[src/rtl/gusf_pkg.sv]
// Shared types and constants for the grammar useless symbol finder.
package gusf_pkg;

    localparam int unsigned SYM_COUNT = 26;
    localparam int unsigned SYM_W     = 5;
    localparam int unsigned ENTRY_W   = SYM_W + SYM_COUNT;

    typedef logic [SYM_COUNT-1:0] t_mask;
    typedef logic [SYM_W-1:0]     t_sym;
    typedef logic [ENTRY_W-1:0]   t_entry;

    typedef struct packed {
        logic load;
        logic init_gen;
        logic init_reach;
        logic apply_gen;
        logic apply_reach;
        logic clr_changed;
        logic rd_en;
        logic out_load;
    } t_cmd;

    typedef struct packed {
        logic changed;
        logic out_free;
    } t_sts;

endpackage

[src/rtl/gusf_ctrl.sv]
// Sequencer for production load, fixpoint passes and result hand-off.
module gusf_ctrl #(
    parameter int unsigned CW = 9,
    parameter int unsigned AW = 8
) (
    input  logic              i_clk,
    input  logic              i_rst_n,
    input  logic              i_in_valid,
    input  logic              i_in_last,
    output logic              o_in_ready,
    input  logic [CW-1:0]     i_count,
    input  gusf_pkg::t_sts    i_sts,
    output gusf_pkg::t_cmd    o_cmd,
    output logic [AW-1:0]     o_rd_addr
);

    typedef enum logic [3:0] {
        S_LOAD  = 4'b0001,
        S_GEN   = 4'b0010,
        S_REACH = 4'b0100,
        S_OUT   = 4'b1000
    } t_state;

    t_state        r_state, n_state;
    logic [CW-1:0] r_idx, n_idx;
    logic          r_pend, n_pend;

    assign o_in_ready = (r_state == S_LOAD);
    assign o_rd_addr  = r_idx[AW-1:0];

    always_comb begin
        n_state = r_state;
        n_idx   = r_idx;
        n_pend  = 1'b0;
        o_cmd   = '0;
        case (r_state)
            S_LOAD: begin
                if (i_in_valid) begin
                    o_cmd.load = 1'b1;
                    if (i_in_last) begin
                        o_cmd.init_gen = 1'b1;
                        n_idx          = '0;
                        n_state        = S_GEN;
                    end
                end
            end
            S_GEN: begin
                o_cmd.apply_gen = r_pend;
                if (r_idx < i_count) begin
                    o_cmd.rd_en = 1'b1;
                    n_idx       = r_idx + CW'(1);
                    n_pend      = 1'b1;
                end else if (!r_pend) begin
                    n_idx = '0;
                    if (i_sts.changed) begin
                        o_cmd.clr_changed = 1'b1;
                    end else begin
                        o_cmd.init_reach = 1'b1;
                        n_state          = S_REACH;
                    end
                end
            end
            S_REACH: begin
                o_cmd.apply_reach = r_pend;
                if (r_idx < i_count) begin
                    o_cmd.rd_en = 1'b1;
                    n_idx       = r_idx + CW'(1);
                    n_pend      = 1'b1;
                end else if (!r_pend) begin
                    n_idx = '0;
                    if (i_sts.changed) begin
                        o_cmd.clr_changed = 1'b1;
                    end else begin
                        n_state = S_OUT;
                    end
                end
            end
            S_OUT: begin
                if (i_sts.out_free) begin
                    o_cmd.out_load = 1'b1;
                    n_state        = S_LOAD;
                end
            end
            default: begin
                n_state = S_LOAD;
            end
        endcase
    end

    always_ff @(posedge i_clk) begin
        if (!i_rst_n) begin
            r_state <= S_LOAD;
            r_idx   <= '0;
            r_pend  <= 1'b0;
        end else begin
            r_state <= n_state;
            r_idx   <= n_idx;
            r_pend  <= n_pend;
        end
    end

endmodule

[config.mk]
export PLATFORM = sky130hd
export DESIGN_NAME = gusf_ctrl
export DESIGN_NICKNAME = d
export VERILOG_FILES = /design/src/rtl/gusf_pkg.sv /design/src/rtl/gusf_ctrl.sv
export SDC_FILE = /design/constraint.sdc
export NUM_CORES = 1
export LEC_CHECK = 0
export ABC_CLOCK_PERIOD_IN_PS = 3700
export BUFFER_PORTS_ARGS = -buffer_cell sky130_fd_sc_hd__buf_2
export CELL_PAD_IN_SITES_DETAIL_PLACEMENT = 1
export CELL_PAD_IN_SITES_GLOBAL_PLACEMENT = 2
export CORE_MARGIN = 8
export CORE_UTILIZATION = 32
export DETAILED_ROUTE_END_ITERATION = 12
export MAX_ROUTING_LAYER = met4
export PLACE_DENSITY_LB_ADDON = 0.1
export REMOVE_ABC_BUFFERS = 1
export SLEW_MARGIN = 40
export SYNTH_ARGS = -nofsm -noshare
export SYNTH_HDL_FRONTEND = slang
export SYNTH_SLANG_ARGS = --single-unit
[constraint.sdc]
create_clock -name i_clk -period 3.7 [get_ports i_clk]
set_clock_uncertainty 0.15 [all_clocks]
set_input_delay 0 -clock i_clk [delete_from_list [all_inputs] [get_ports i_clk]]
set_output_delay 0 -clock i_clk [all_outputs]
set_load 0.02 [all_outputs]
## Yosys cells after proc, flatten, opt, wreduce, memory -nomap -nowiden

Index checks and enable logic that the tools add are counted.

| word-level totals | value |
|---|---|
| register bits | 14 |
| input port bits | 15 |
| logic and storage cells | 54 |

| operators by class | value |
|---|---|
| add/subtract/negate cells | 1 |
| order comparisons | 1 |
| eq/ne operators | 14 |
| multiplexer cells | 30 |
| reduce and logical (&&, ||, !) cells | 5 |

Operators with widths:

| cell | count |
|---|---|
| $mux W4 | 9 |
| $mux W9 | 4 |
| $ne A2 B2 Y1 const B | 9 |
| $pmux W9 S2 | 1 |
| $pmux W4 S4 | 1 |
| $mux W1 | 11 |
| $add A9 B1 Y9 const B | 1 |
| $lt A9 B9 Y1 | 1 |
| $reduce_and A9 Y1 | 1 |
| $mux W2 | 4 |
| $eq A4 B1 Y1 const B | 1 |
| $eq A4 B2 Y1 const B | 1 |
| $eq A4 B3 Y1 const B | 1 |
| $eq A4 B4 Y1 const B | 1 |
| $reduce_and A4 Y1 | 1 |
| $ne A3 B2 Y1 const B | 1 |
| $reduce_and A2 Y1 | 1 |
| $reduce_bool A2 Y1 | 1 |
| $reduce_or A2 Y1 | 1 |

## Logic depth before layout (Yosys ltp)

Gate-level depths: netlist of run 1.

| depth | value |
|---|---|
| depth after elaboration | 4 |
| gate-level depth with buffers | 8 |

## Worst setup path before layout of run 1

No wires, ideal clock.

| timing path | value |
|---|---|
| kind | register to register |
| start point | register r_idx[2] |
| end point | register r_idx[2] |
| setup time | 0.122 ns |
| arrival | 1.950 ns |
| data required time | 3.428 ns |
| setup slack | 1.478 ns |
| cell stages (with the launch flop) | 8 |
| buffers on the path | 1 |
| path through | dfxtp_1 > ha_1 > a211oi_2 > o211ai_2 > a211o_1 > and3_1 > buf_2 > a221o_1 |

| on the way | value |
|---|---|
| cells in the longest elaborated chain, start to end | 3 |

Ends and longest elaborated chain:

| element | RTL line | RTL |
|---|---|---|
| start: declaration | gusf_ctrl.sv:25 | `logic [CW-1:0] r_idx, n_idx;` |
| start signal: assignment | gusf_ctrl.sv:97 | `r_idx <= n_idx;` |
| $add A9 B1 Y9 or $lt A9 B9 Y1 (tied branches) | - |  |
| $mux W9 or $ne A3 B2 Y1 (tied branches) | - |  |
| $pmux W9 S2 or $reduce_and A4 Y1 (tied branches) | - |  |

Several ways; a longest one is shown, not always the timed one.
A chain may end at the register's enable or synchronous reset.

## Worst setup path after layout of run 1

| timing path | value |
|---|---|
| start point | register r_idx[2] |
| end point | register r_state[3] |

| on the way | value |
|---|---|
| cells in the longest elaborated chain, start to end | 3 |

Ends and longest elaborated chain:

| element | RTL line | RTL |
|---|---|---|
| $lt A9 B9 Y1 * | gusf_ctrl.sv:49, gusf_ctrl.sv:65 |  |
| $ne A2 B2 Y1 (no source line) | - |  |
| $reduce_and A9 Y1 (no source line) * | - |  |
| end signal: assignment | gusf_ctrl.sv:96 | `r_state <= n_state;` |
| end: declaration | gusf_ctrl.sv:24 | `t_state r_state, n_state;` |

Every way passes the cells marked *; elsewhere a longest branch is shown, timed or not.

==> results of run 1 <==
[synthesized netlist by cell type, types with 2 or more instances]
cell type | number | area share [%]
dfxtp_1 | 14 | 24
inv_1 | 13 | 4.2
ha_1 | 9 | 9.7
nor2_1 | 9 | 2.9
a21oi_1 | 8 | 3.4
buf_4 | 8 | 5.2
nand2_1 | 8 | 2.6
and3_1 | 5 | 2.7
o21ai_0 | 5 | 2.2
a221o_1 | 4 | 3.4
buf_2 | 4 | 1.7
nand3_1 | 4 | 1.7
nor2b_1 | 4 | 2.2
a22o_1 | 3 | 2.3
o21ai_1 | 3 | 1.3
a211oi_2 | 2 | 2.2
and4b_1 | 2 | 1.7
mux2i_1 | 2 | 1.7
nor3_1 | 2 | 0.86
nor4b_1 | 2 | 1.5
o21a_1 | 2 | 1.3
o21bai_1 | 2 | 1.3
xnor2_1 | 2 | 1.5
[critical path: stages, from the launching register on]
cell           delay (ns)
dfxtp_1              0.47
ha_1                 0.31
a211oi_2             0.27
o211ai_2             0.16
a22oi_2              0.30
nor3_1               0.09
o21a_1               0.18
dlygate4sd3_1        0.54
[area by class of cell]
cell class | instances | area, sq um
fill | 453 | 2190
multi-input combinational | 101 | 749
sequential | 14 | 280
timing repair buffer | 38 | 225
tap | 48 | 60.1
inverter | 13 | 48.8
clock buffer | 3 | 22.5
[logic make-up (layout without fill, tap and decap cells)]
logic type,count (synthesis),in the layout,share of synthesized area (%)
and+or+nand+nor,48,48,24.4
AOI/OAI and AO/OA,39,39,26.2
buffers and inverters,26,54,11.4
xor gates and xnor gates,2,2,1.51
adders and majority gates,9,9,9.69
muxes,3,3,2.69
DFF,14,14,24.1
[power groups by stage]
stage,sequential (mW),combinational [mW],clock [mW]
5_1_grt,0.156,0.0532,0.0972
3_5_place_dp,0.159,0.0429,0
2_1_floorplan,0.158,0.0260,0
3_3_place_gp,0.159,0.0418,0
6_report,0.155,0.0475,0.0860
4_1_cts,0.155,0.0480,0.0889
[through the flow]
stage,power [mW],cell area (sq um),utilization [%]
after floorplan,0.184,1080,-
after global placement,0.200,1290,36.2
after detailed placement,0.202,1290,36.2
after CTS,0.292,1390,38.7
after global routing,0.306,1390,38.7
final,0.289,1390,38.7
[how the worst max path moves through the flow]
stage / endpoint / slack [ns]
final: r_state[3]$_SDFFE_PN0P_ / 1.12
after global routing: r_state[3]$_SDFFE_PN0P_ / 0.97
after CTS: r_state[3]$_SDFFE_PN0P_ / 1.09
after detailed placement: r_idx[2]$_SDFFE_PN0P_ / 1.23
after global placement: r_idx[6]$_SDFFE_PN0P_ / 1.33
after floorplan: r_idx[2]$_SDFFE_PN0P_ / 1.39
[registers in the layout, indices dropped and copies added, names as in the netlist]
| name | flops |
|---|---|
| r_state | 4 |
| r_idx | 9 |
| r_pend | 1 |
[routing by layer]
metal / up-vias / global-route usage [%] / routed length, um
met3: 2 / 2.71 / 80
met4: 0 / 2.31 / 20
met1: 546 / 11.3 / 1390
li1: 565 / - / -
met5: - / - / 0
met2: 19 / 20.8 / 1680
[what timing repair did]
action / 4_1_cts / 5_1_grt
resized for setup: 0 / 0
endpoints found under the hold margin: 4 / 0
hold buffers: 7 / 0
==> metrics.md, run 1 <==
| Metric | Value |
|---|---|
| Status | `completed` |
| # DRC | `0` |
| Max H-tree Level | `1` |
| Hold Path End | `o_cmd[6]` |
| CTS root buf | `clkbuf_4` |
| Reg-to-reg startpoint | `r_idx[2]$_SDFFE_PN0P_` |
| Commonest cells after routing, fill and taps aside | `buf_2 (31), dfxtp_1 (14), inv_1 (13)` |
| Max-cap viol count | `0` |
| Part of the power in combinational logic | `16.5%` |
| Max clock buf depth | `2` |
| Clock transition at path regs | `0.08 ns` |
| Number of top-level pins | `32` |
| Number of flops mapped to enable cells by yosys | `0` |
| RSZ-0062 raised after global routing | `false` |
| Die area | `0.00582 sq mm` |
| CTS tree | `done` |
| Setup TNS | `0 ns` |
| Setup violators final | `0` |
| Cells after DPL | `207` |
| Core area | `0.00358 sq mm` |
| Gr usage total | `11.1%` |
| Clock Sinks | `14` |
| Crit path kind | `register to register` |
| Grt total ovfl | `0` |
| N_diodes | `0` |
| Placement Setup Slack | `1.23 ns` |
| Via count | `1132` |
| Routability cong. | `0.785` |
| Cell row count | `22` |
| Fin. max-slew vios | `0` |
| Slew of the pin with the lowest slew margin | `0.487 ns` |
| Final Hold Fails | `0` |
| Sw Ratio | `26.7%` |
| R2R Setup Slk | `1.12 ns` |
| Gate Count Post-Synth | `141` |
| Hold_ws | `0.250 ns` |
| ANT nets after route | `0` |
| CTS Buf Count | `3` |
| Req. time, crit path | `3.72 ns` |
| CP max FO | `8` |
| Most common library cell in the layout ignoring fill and taps | `buf_2` |
| Hold Startpoint | `i_in_last` |
| P_sw | `76.9 uW` |
| DRT iter0 DRCs | `31` |
| Slew Limit Headroom | `67.0%` |
| Worst Hold Class | `primary input to primary output` |
| Critical path data arrival time | `2.60 ns` |
| Clock share of power | `29.8%` |
| Leak | `0.636 nW` |
| Flop and latch count out of synthesis | `14` |
| Synth Flop Type | `dfxtp_1` |
| Area of the mapped netlist | `0.00116 sq mm` |
| Die Y | `76.3 um` |
| Wire length per cell | `14.6 um` |
| DP Wirelength | `2570 um` |
| Synth Warn # | `0` |
| FFs w/ async S/R, synth | `0%` |
| Setup crit start | `r_idx[2]$_SDFFE_PN0P_` |
| PortBufs | `31` |
| Crit path time final | `2.58 ns` |
| Yosys cell types | `47` |
| Final period util | `69.8%` |
| Layout cell share with drive strength beyond 1 | `26.6%` |
| Routed vias/inst | `5.22` |
| Finished Layout Cells | `217` |
| Worst R2R End | `r_state[3]$_SDFFE_PN0P_` |
| Critical Path Source Type | `register` |
| Worst hold stages | `4` |
| First-pass GRT wire length | `5330 um` |
| Largest net degree at the start of global routing | `17` |
| Die W | `76.3 um` |
| Pwr Density | `208 mW/mm^2` |
| WL final | `3170 um` |
| Fmax | `387 MHz` |
| Cell count of the worst reg-to-reg path | `7` |
| Worst vdd ir | `0.117 mV` |
| Initial antenna violation count | `0` |
| Sequential share of power | `53.7%` |
| First-pass DRT Iterations | `4` |
| Initial Utilization | `32.5%` |
| Mean Syn Cell Area | `8.24 sq um` |
| Fin nets | `195` |
| Worst skew pair latency | `0.28 ns` |
| Cell-internal power | `212 uW` |
| Number of global-route vias before repair | `1165` |
| Final worst slack | `1.12 ns` |
| Post-CTS Setup Bufs | `0` |
| Sequential-to-total area share from yosys stat | `24.1%` |
| Layout area overhead | `19.3%` |
| Worst Setup End Kind | `register` |
Power figures use the tool's default switching activity.
==> run 2, diff against run 1 <==
--- a/config.mk
+++ b/config.mk
@@ -5,12 +5,13 @@
 export SDC_FILE = /design/constraint.sdc
 export NUM_CORES = 1
 export LEC_CHECK = 0
-export ABC_CLOCK_PERIOD_IN_PS = 3700
+export ABC_AREA = 1
+export ABC_CLOCK_PERIOD_IN_PS = 2700
 export BUFFER_PORTS_ARGS = -buffer_cell sky130_fd_sc_hd__buf_2
 export CELL_PAD_IN_SITES_DETAIL_PLACEMENT = 1
 export CELL_PAD_IN_SITES_GLOBAL_PLACEMENT = 2
 export CORE_MARGIN = 8
-export CORE_UTILIZATION = 32
+export CORE_UTILIZATION = 27
 export DETAILED_ROUTE_END_ITERATION = 12
 export MAX_ROUTING_LAYER = met4
 export PLACE_DENSITY_LB_ADDON = 0.1
==> constraint.sdc (replaced) <==
create_clock -name i_clk -period 2.7 [get_ports i_clk]
set_clock_uncertainty 0.15 [all_clocks]
set_input_delay 0 -clock i_clk [delete_from_list [all_inputs] [get_ports i_clk]]
set_output_delay 0 -clock i_clk [all_outputs]
set_load 0.02 [all_outputs]
==> run 2 against run 1 <==
Design area grew 2.1%. Flip-flop and latch count unchanged. Global-route usage hardly changed. Via count is 7.0% higher. Combinational power grew to 11 times the previous value. Synthesized cell count up 27%. Worst hold slack got worse by 0.21 ns. Sequential power rose by 70%. Critical endpoint is now o_cmd[2]. Power rose to 3.4 times the previous value. Critical path type is now register to primary output. Clock-buffer cell count grew 1. Sequential share of layout area down 0.41 points. First-iteration DRC count rose by 71%.
==> metrics.md, run 2 <==
| Metric | Value |
|---|---|
| Wire length per cell | `13.1 um` |
| GRT met3 Usage | `1.95%` |
| Area leader, netlist | `dfxtp_1` |
| Setup TNS | `0 ns` |
| Number of top-level pins | `32` |
| Crit path kind | `register to primary output` |
| Yosys cell types | `24` |
| Fin. max-slew vios | `0` |
| Fillers | `574` |
| Fmax | `440 MHz` |
| Setup violators final | `0` |
| Worst skew pair latency | `0.24 ns` |
| Core area | `0.00429 sq mm` |
| Layout area overhead | `19.8%` |
| Clock Sinks | `14` |
| Number of global-route vias before repair | `1304` |
| Slew of the pin with the lowest slew margin | `0.522 ns` |
| Req. time, crit path | `2.55 ns` |
| Crit path time final | `2.27 ns` |
| Clock transition at path regs | `0.06 ns` |
| WL final | `3400 um` |
| Synth Flop Type | `dfxtp_1` |
| First-pass DRT Iterations | `4` |
| Fin nets | `233` |
| Routability cong. | `0.759` |
| Hold buffers post-CTS | `3` |
| Worst vdd ir | `0.455 mV` |
| Cell row count | `24` |
| DP Wirelength | `2780 um` |
| Most common library cell in the layout ignoring fill and taps | `nand2_1` |
| N_diodes | `0` |
| Gr usage total | `11.1%` |
| DRT iter0 DRCs | `53` |
| Largest net degree at the start of global routing | `12` |
| Routed vias/inst | `4.66` |
| CTS Buf Count | `3` |
| Die W | `82.1 um` |
| Area of the multi-input gates | `706 sq um` |
| CTS tree | `done` |
| Mux cell area share after synthesis | `0%` |
| Final Hold Fails | `0` |
| First-pass GRT wire length | `5750 um` |
| Area of the mapped netlist | `0.00118 sq mm` |
| Max H-tree Level | `1` |
| Max reg flops | `9` |
| CP max FO | `7` |
| Overall power | `978 uW` |
| Pwr Density | `691 mW/mm^2` |
| Post-Synth Simple-Gate Area | `39.9%` |
| Synth Area in Adders | `9.53%` |
| CTS root buf | `clkbuf_8` |
| Layout cell share with drive strength beyond 1 | `25.0%` |
| Post-CTS Setup Bufs | `0` |
| Die Y | `82.1 um` |
| Sequential-to-total area share from yosys stat | `23.7%` |
| Worst Setup End Kind | `primary output` |
| Number of flops mapped to enable cells by yosys | `0` |
| CTS-repair resized insts | `0` |
| Util after Layout | `33.0%` |
| Slew Limit Headroom | `65.1%` |
| Critical Path Source Type | `register` |
| List of most frequent post-synthesis cells | `nand2_1 (41), inv_1 (29), nor2_1 (19)` |
| Initial Utilization | `27.5%` |
| Synth Warn # | `0` |
| Synth top area share | `23.7%` |
| Die area | `0.00675 sq mm` |
| Synth Area in Compound Gates | `8.79%` |
| XOR/XNOR Fraction of Synth Area | `1.48%` |
| Status | `completed` |
| Gate Count Post-Synth | `179` |
| RSZ-0062 raised after global routing | `false` |
| Max-cap viol count | `0` |
| Largest family of logic cells by synthesized area | `simple AND/OR/NAND/NOR gates` |
| Met2 Track Usage GR | `20.6%` |
| Critical path data arrival time | `2.12 ns` |
| Via count | `1211` |
| Biggest regs | `r_idx: 9 flops, r_state: 4 flops, r_pend: 1 flops` |
| Leak | `0.780 nW` |
| Mean Syn Cell Area | `6.60 sq um` |
| Initial antenna violation count | `0` |
| FFs w/ async S/R, synth | `0%` |
| Final period util | `84.1%` |
| Top reg by flops | `r_idx` |
| Busiest grt layer | `met2` |
| Flop and latch count out of synthesis | `14` |
| Max clock buf depth | `2` |
| ANT nets after route | `0` |
| PortBufs | `31` |
| Most frequent cell after synthesis | `nand2_1` |
| Grt total ovfl | `0` |
| Met1 GRT Util | `11.9%` |
| # DRC | `0` |
| Total area of sequential cells | `280 sq um` |
| Worst Hold Class | `primary input to register` |
| Commonest cells after routing, fill and taps aside | `nand2_1 (41), buf_2 (31), inv_1 (29)` |
| Top post-synthesis cells by area | `dfxtp_1 (24%), nand2_1 (13%), ha_1 (9.5%), inv_1 (9.2%), nand3_1 (6.4%)` |
## run 2: through the flow
stage               instances  instance area [sq um]  setup slack (ns)  hold slack, ns
floorplan                 170                   1110             0.744         -0.0655
global placement          253                   1330             0.582           0.111
detailed placement        253                   1330             0.525           0.112
CTS                       260                   1420             0.362          0.0316
global route              260                   1420             0.217          0.0606
finish                    260                   1420             0.429          0.0355
## run 2: per-layer routing
layer	up-vias	share of wire, %
li1	612	-
met1	575	43
met2	22	53
met3	2	3.6
met4	0	0.50
met5	-	0
## run 2: report_power, final
part | leakage [nW] | switching [mW] | total [mW] | internal, mW
registers | 0.114 | 0.0282 | 0.263 | 0.235
clock network | 0.0288 | 0.0778 | 0.207 | 0.129
logic | 0.638 | 0.342 | 0.508 | 0.165
total | 0.780 | 0.448 | 0.978 | 0.530
## run 2: final timing paths
check                                           start                       to  slack (ns)  cells past startpoint
worst max-delay path            r_idx[6]$_SDFFE_PN0P_                 o_cmd[2]        0.43                      8
worst min-delay path                       i_in_valid  r_state[0]$_SDFFE_PN1P_        0.04                      4
worst max register to register  r_idx[6]$_SDFFE_PN0P_    r_idx[8]$_SDFFE_PN0P_        0.55                      8
worst min register to register  r_idx[8]$_SDFFE_PN0P_    r_idx[8]$_SDFFE_PN0P_        0.37                      2
## run 2: layout make-up
type / count / area share, %
Tap cell: 52 / 4.60
Inverter: 33 / 8.75
Clock buffer: 4 / 3.89
Sequential cell: 14 / 19.8
Timing Repair Buffer: 34 / 13.1
Multi-Input combinational cell: 123 / 49.9
## run 2: cells by family (layout without fill, tap and decap cells)
| logic type | count (synthesis) | count (layout) |
|---|---|---|
| AOI/OAI and AO/OA | 17 | 17 |
| xor gates and xnor gates | 2 | 2 |
| buffers and inverters | 42 | 71 |
| and+or+nand+nor | 95 | 95 |
| adders and majority gates | 9 | 9 |
| DFF | 14 | 14 |
## run 2: worst max-delay path, stage by stage (launching register included)
cell	delay [ns]
dfxtp_1	0.46
ha_1	0.30
nand2_1	0.06
nand2_1	0.06
a21oi_2	0.23
nand2_1	0.08
nor2_1	0.42
nor3_1	0.10
buf_2	0.18
==> run 3, diff against run 2 <==
--- a/config.mk
+++ b/config.mk
@@ -5,13 +5,13 @@
 export SDC_FILE = /design/constraint.sdc
 export NUM_CORES = 1
 export LEC_CHECK = 0
-export ABC_AREA = 1
-export ABC_CLOCK_PERIOD_IN_PS = 2700
+export ABC_AREA = 0
+export ABC_CLOCK_PERIOD_IN_PS = 1900
 export BUFFER_PORTS_ARGS = -buffer_cell sky130_fd_sc_hd__buf_2
 export CELL_PAD_IN_SITES_DETAIL_PLACEMENT = 1
 export CELL_PAD_IN_SITES_GLOBAL_PLACEMENT = 2
 export CORE_MARGIN = 8
-export CORE_UTILIZATION = 27
+export CORE_UTILIZATION = 26
 export DETAILED_ROUTE_END_ITERATION = 12
 export MAX_ROUTING_LAYER = met4
 export PLACE_DENSITY_LB_ADDON = 0.1
==> constraint.sdc (replaced) <==
create_clock -name i_clk -period 1.9 [get_ports i_clk]
set_clock_uncertainty 0.15 [all_clocks]
set_input_delay 0 -clock i_clk [delete_from_list [all_inputs] [get_ports i_clk]]
set_output_delay 0 -clock i_clk [all_outputs]
set_load 0.02 [all_outputs]
==> run 3 against run 2 <==
The flow now finishes with violations (setup timing). Register-to-register slack worse by 0.82 ns. Sequential share of layout area down 4.2 points. Wire length rose by 23%. Critical path type is now register to register.
==> metrics.md, run 3 (same netlist as run 1, synthesis figures left out) <==
| Metric | Value |
|---|---|
| Status | `finished, violations left` |
| Crit path time final | `2.17 ns` |
| Initial antenna violation count | `0` |
| CTS root buf | `clkbuf_8` |
| Placement Setup Slack | `-0.381 ns` |
| N_diodes | `0` |
| Final period util | `114%` |
| Pwr Density | `398 mW/mm^2` |
| Routed vias/inst | `4.92` |
| Req. time, crit path | `1.90 ns` |
| Crit path kind | `register to register` |
| Most common library cell in the layout ignoring fill and taps | `buf_4` |
| Max H-tree Level | `1` |
| CTS tree | `done` |
| Final Hold Fails | `0` |
| First-pass GRT wire length | `6800 um` |
| Final worst slack | `-0.270 ns` |
| Setup TNS | `-2.34 ns` |
| Routability cong. | `0.762` |
| Fin. max-slew vios | `0` |
| Clock transition at path regs | `0.06 ns` |
| Number of top-level pins | `32` |
| Largest net degree at the start of global routing | `9` |
| Finished Layout Cells | `249` |
| Worst Setup End Kind | `register` |
| RSZ-0062 raised after global routing | `true` |
| Worst Hold Class | `primary input to register` |
| Worst vdd ir | `0.198 mV` |
| Setup violators final | `14` |
| Max clock buf depth | `2` |
| Cell row count | `24` |
| Critical path data arrival time | `2.17 ns` |
| Hold_ws | `0.0371 ns` |
| Worst skew pair latency | `0.24 ns` |
| Wire length per cell | `16.8 um` |
| PortBufs | `31` |
| Layout area overhead | `58.5%` |
| Cells after DPL | `238` |
| CP max FO | `3` |
| Max reg flops | `9` |
| DRT iter0 DRCs | `39` |
| Fmax | `461 MHz` |
| Max-cap viol count | `0` |
| # DRC | `0` |
| Overall power | `733 uW` |
| Fin nets | `222` |
| DP Wirelength | `3130 um` |
| Top reg by flops | `r_idx` |
| Final instance area | `0.00184 sq mm` |
| Die Y | `82.9 um` |
| Die W | `82.9 um` |
| Slew of the pin with the lowest slew margin | `0.471 ns` |
| Layout cell share with drive strength beyond 1 | `50.8%` |
| Die area | `0.00687 sq mm` |
| Critical Path Source Type | `register` |
| Leak | `0.822 nW` |
| Clock Sinks | `14` |
| Gr usage total | `11.9%` |
| WL final | `4170 um` |
| Grt total ovfl | `0` |
| Biggest regs | `r_idx: 9 flops, r_state: 4 flops, r_pend: 1 flops` |
| Core area | `0.00432 sq mm` |
| Initial Utilization | `26.9%` |
| CTS Buf Count | `3` |
| Util after Layout | `42.6%` |
| R2R Setup Slk | `-0.27 ns` |
| Slew Limit Headroom | `68.4%` |
| Number of global-route vias before repair | `1369` |
| Placed cell area | `0.00150 sq mm` |
| Via count | `1225` |
| Violated checks | `setup timing` |
| First-pass DRT Iterations | `3` |
| Commonest cells after routing, fill and taps aside | `buf_4 (29), buf_2 (28), inv_1 (13)` |
| ANT nets after route | `0` |
-- run 3: final cells by class --
type | instances | area, sq um
clock buffers | 4 | 55.1
fillers | 532 | 2480
inverters | 13 | 48.8
multi-input cells | 102 | 955
flip-flops and latches | 14 | 287
well taps | 52 | 65.1
repair buffers | 64 | 432
-- run 3: critical path: stages (launching register included) --
cell and delay, ns:
dfxtp_2 0.33, ha_4 0.28, nand2_1 0.09, o211ai_2 0.23
buf_4 0.15, a22oi_2 0.05, or4b_4 0.50, a2111oi_4 0.29
-- run 3: final timing paths --
kind,cells after the start,start,to
worst min-delay path,3,i_sts[1],r_state[1]$_SDFFE_PN0P_
worst max-delay path,7,r_idx[2]$_SDFFE_PN0P_,r_state[2]$_SDFFE_PN0P_
worst min register to register,2,r_state[3]$_SDFFE_PN0P_,r_state[2]$_SDFFE_PN0P_
worst max register to register,7,r_idx[2]$_SDFFE_PN0P_,r_state[2]$_SDFFE_PN0P_
-- run 3: metal layers --
layer / GRT usage [%] / routed length (um) / vias to the layer above
met4: 2.40 / 19 / 0
met1: 15.1 / 2060 / 583
met3: 1.66 / 74 / 2
li1: - / - / 620
met5: - / 0 / -
met2: 19.4 / 2020 / 20
-- run 3: timing repair --
action / 4_1_cts / 5_1_grt
setup buffers: 2 / 0
gates cloned: 1 / 0
endpoints found under the hold margin: 4 / 0
hold buffers: 4 / 0
gates resized for setup: 35 / 8
pin swaps: 18 / 8
endpoints found under the setup margin: 15 / 18
-- run 3: report_power, final --
part	total, mW	leakage (nW)	switching, mW	internal [mW]
Sequential	0.297	0.115	0.00257	0.294
Combinational	0.137	0.678	0.0714	0.0655
Clock	0.300	0.0288	0.116	0.184
Total	0.733	0.822	0.190	0.544
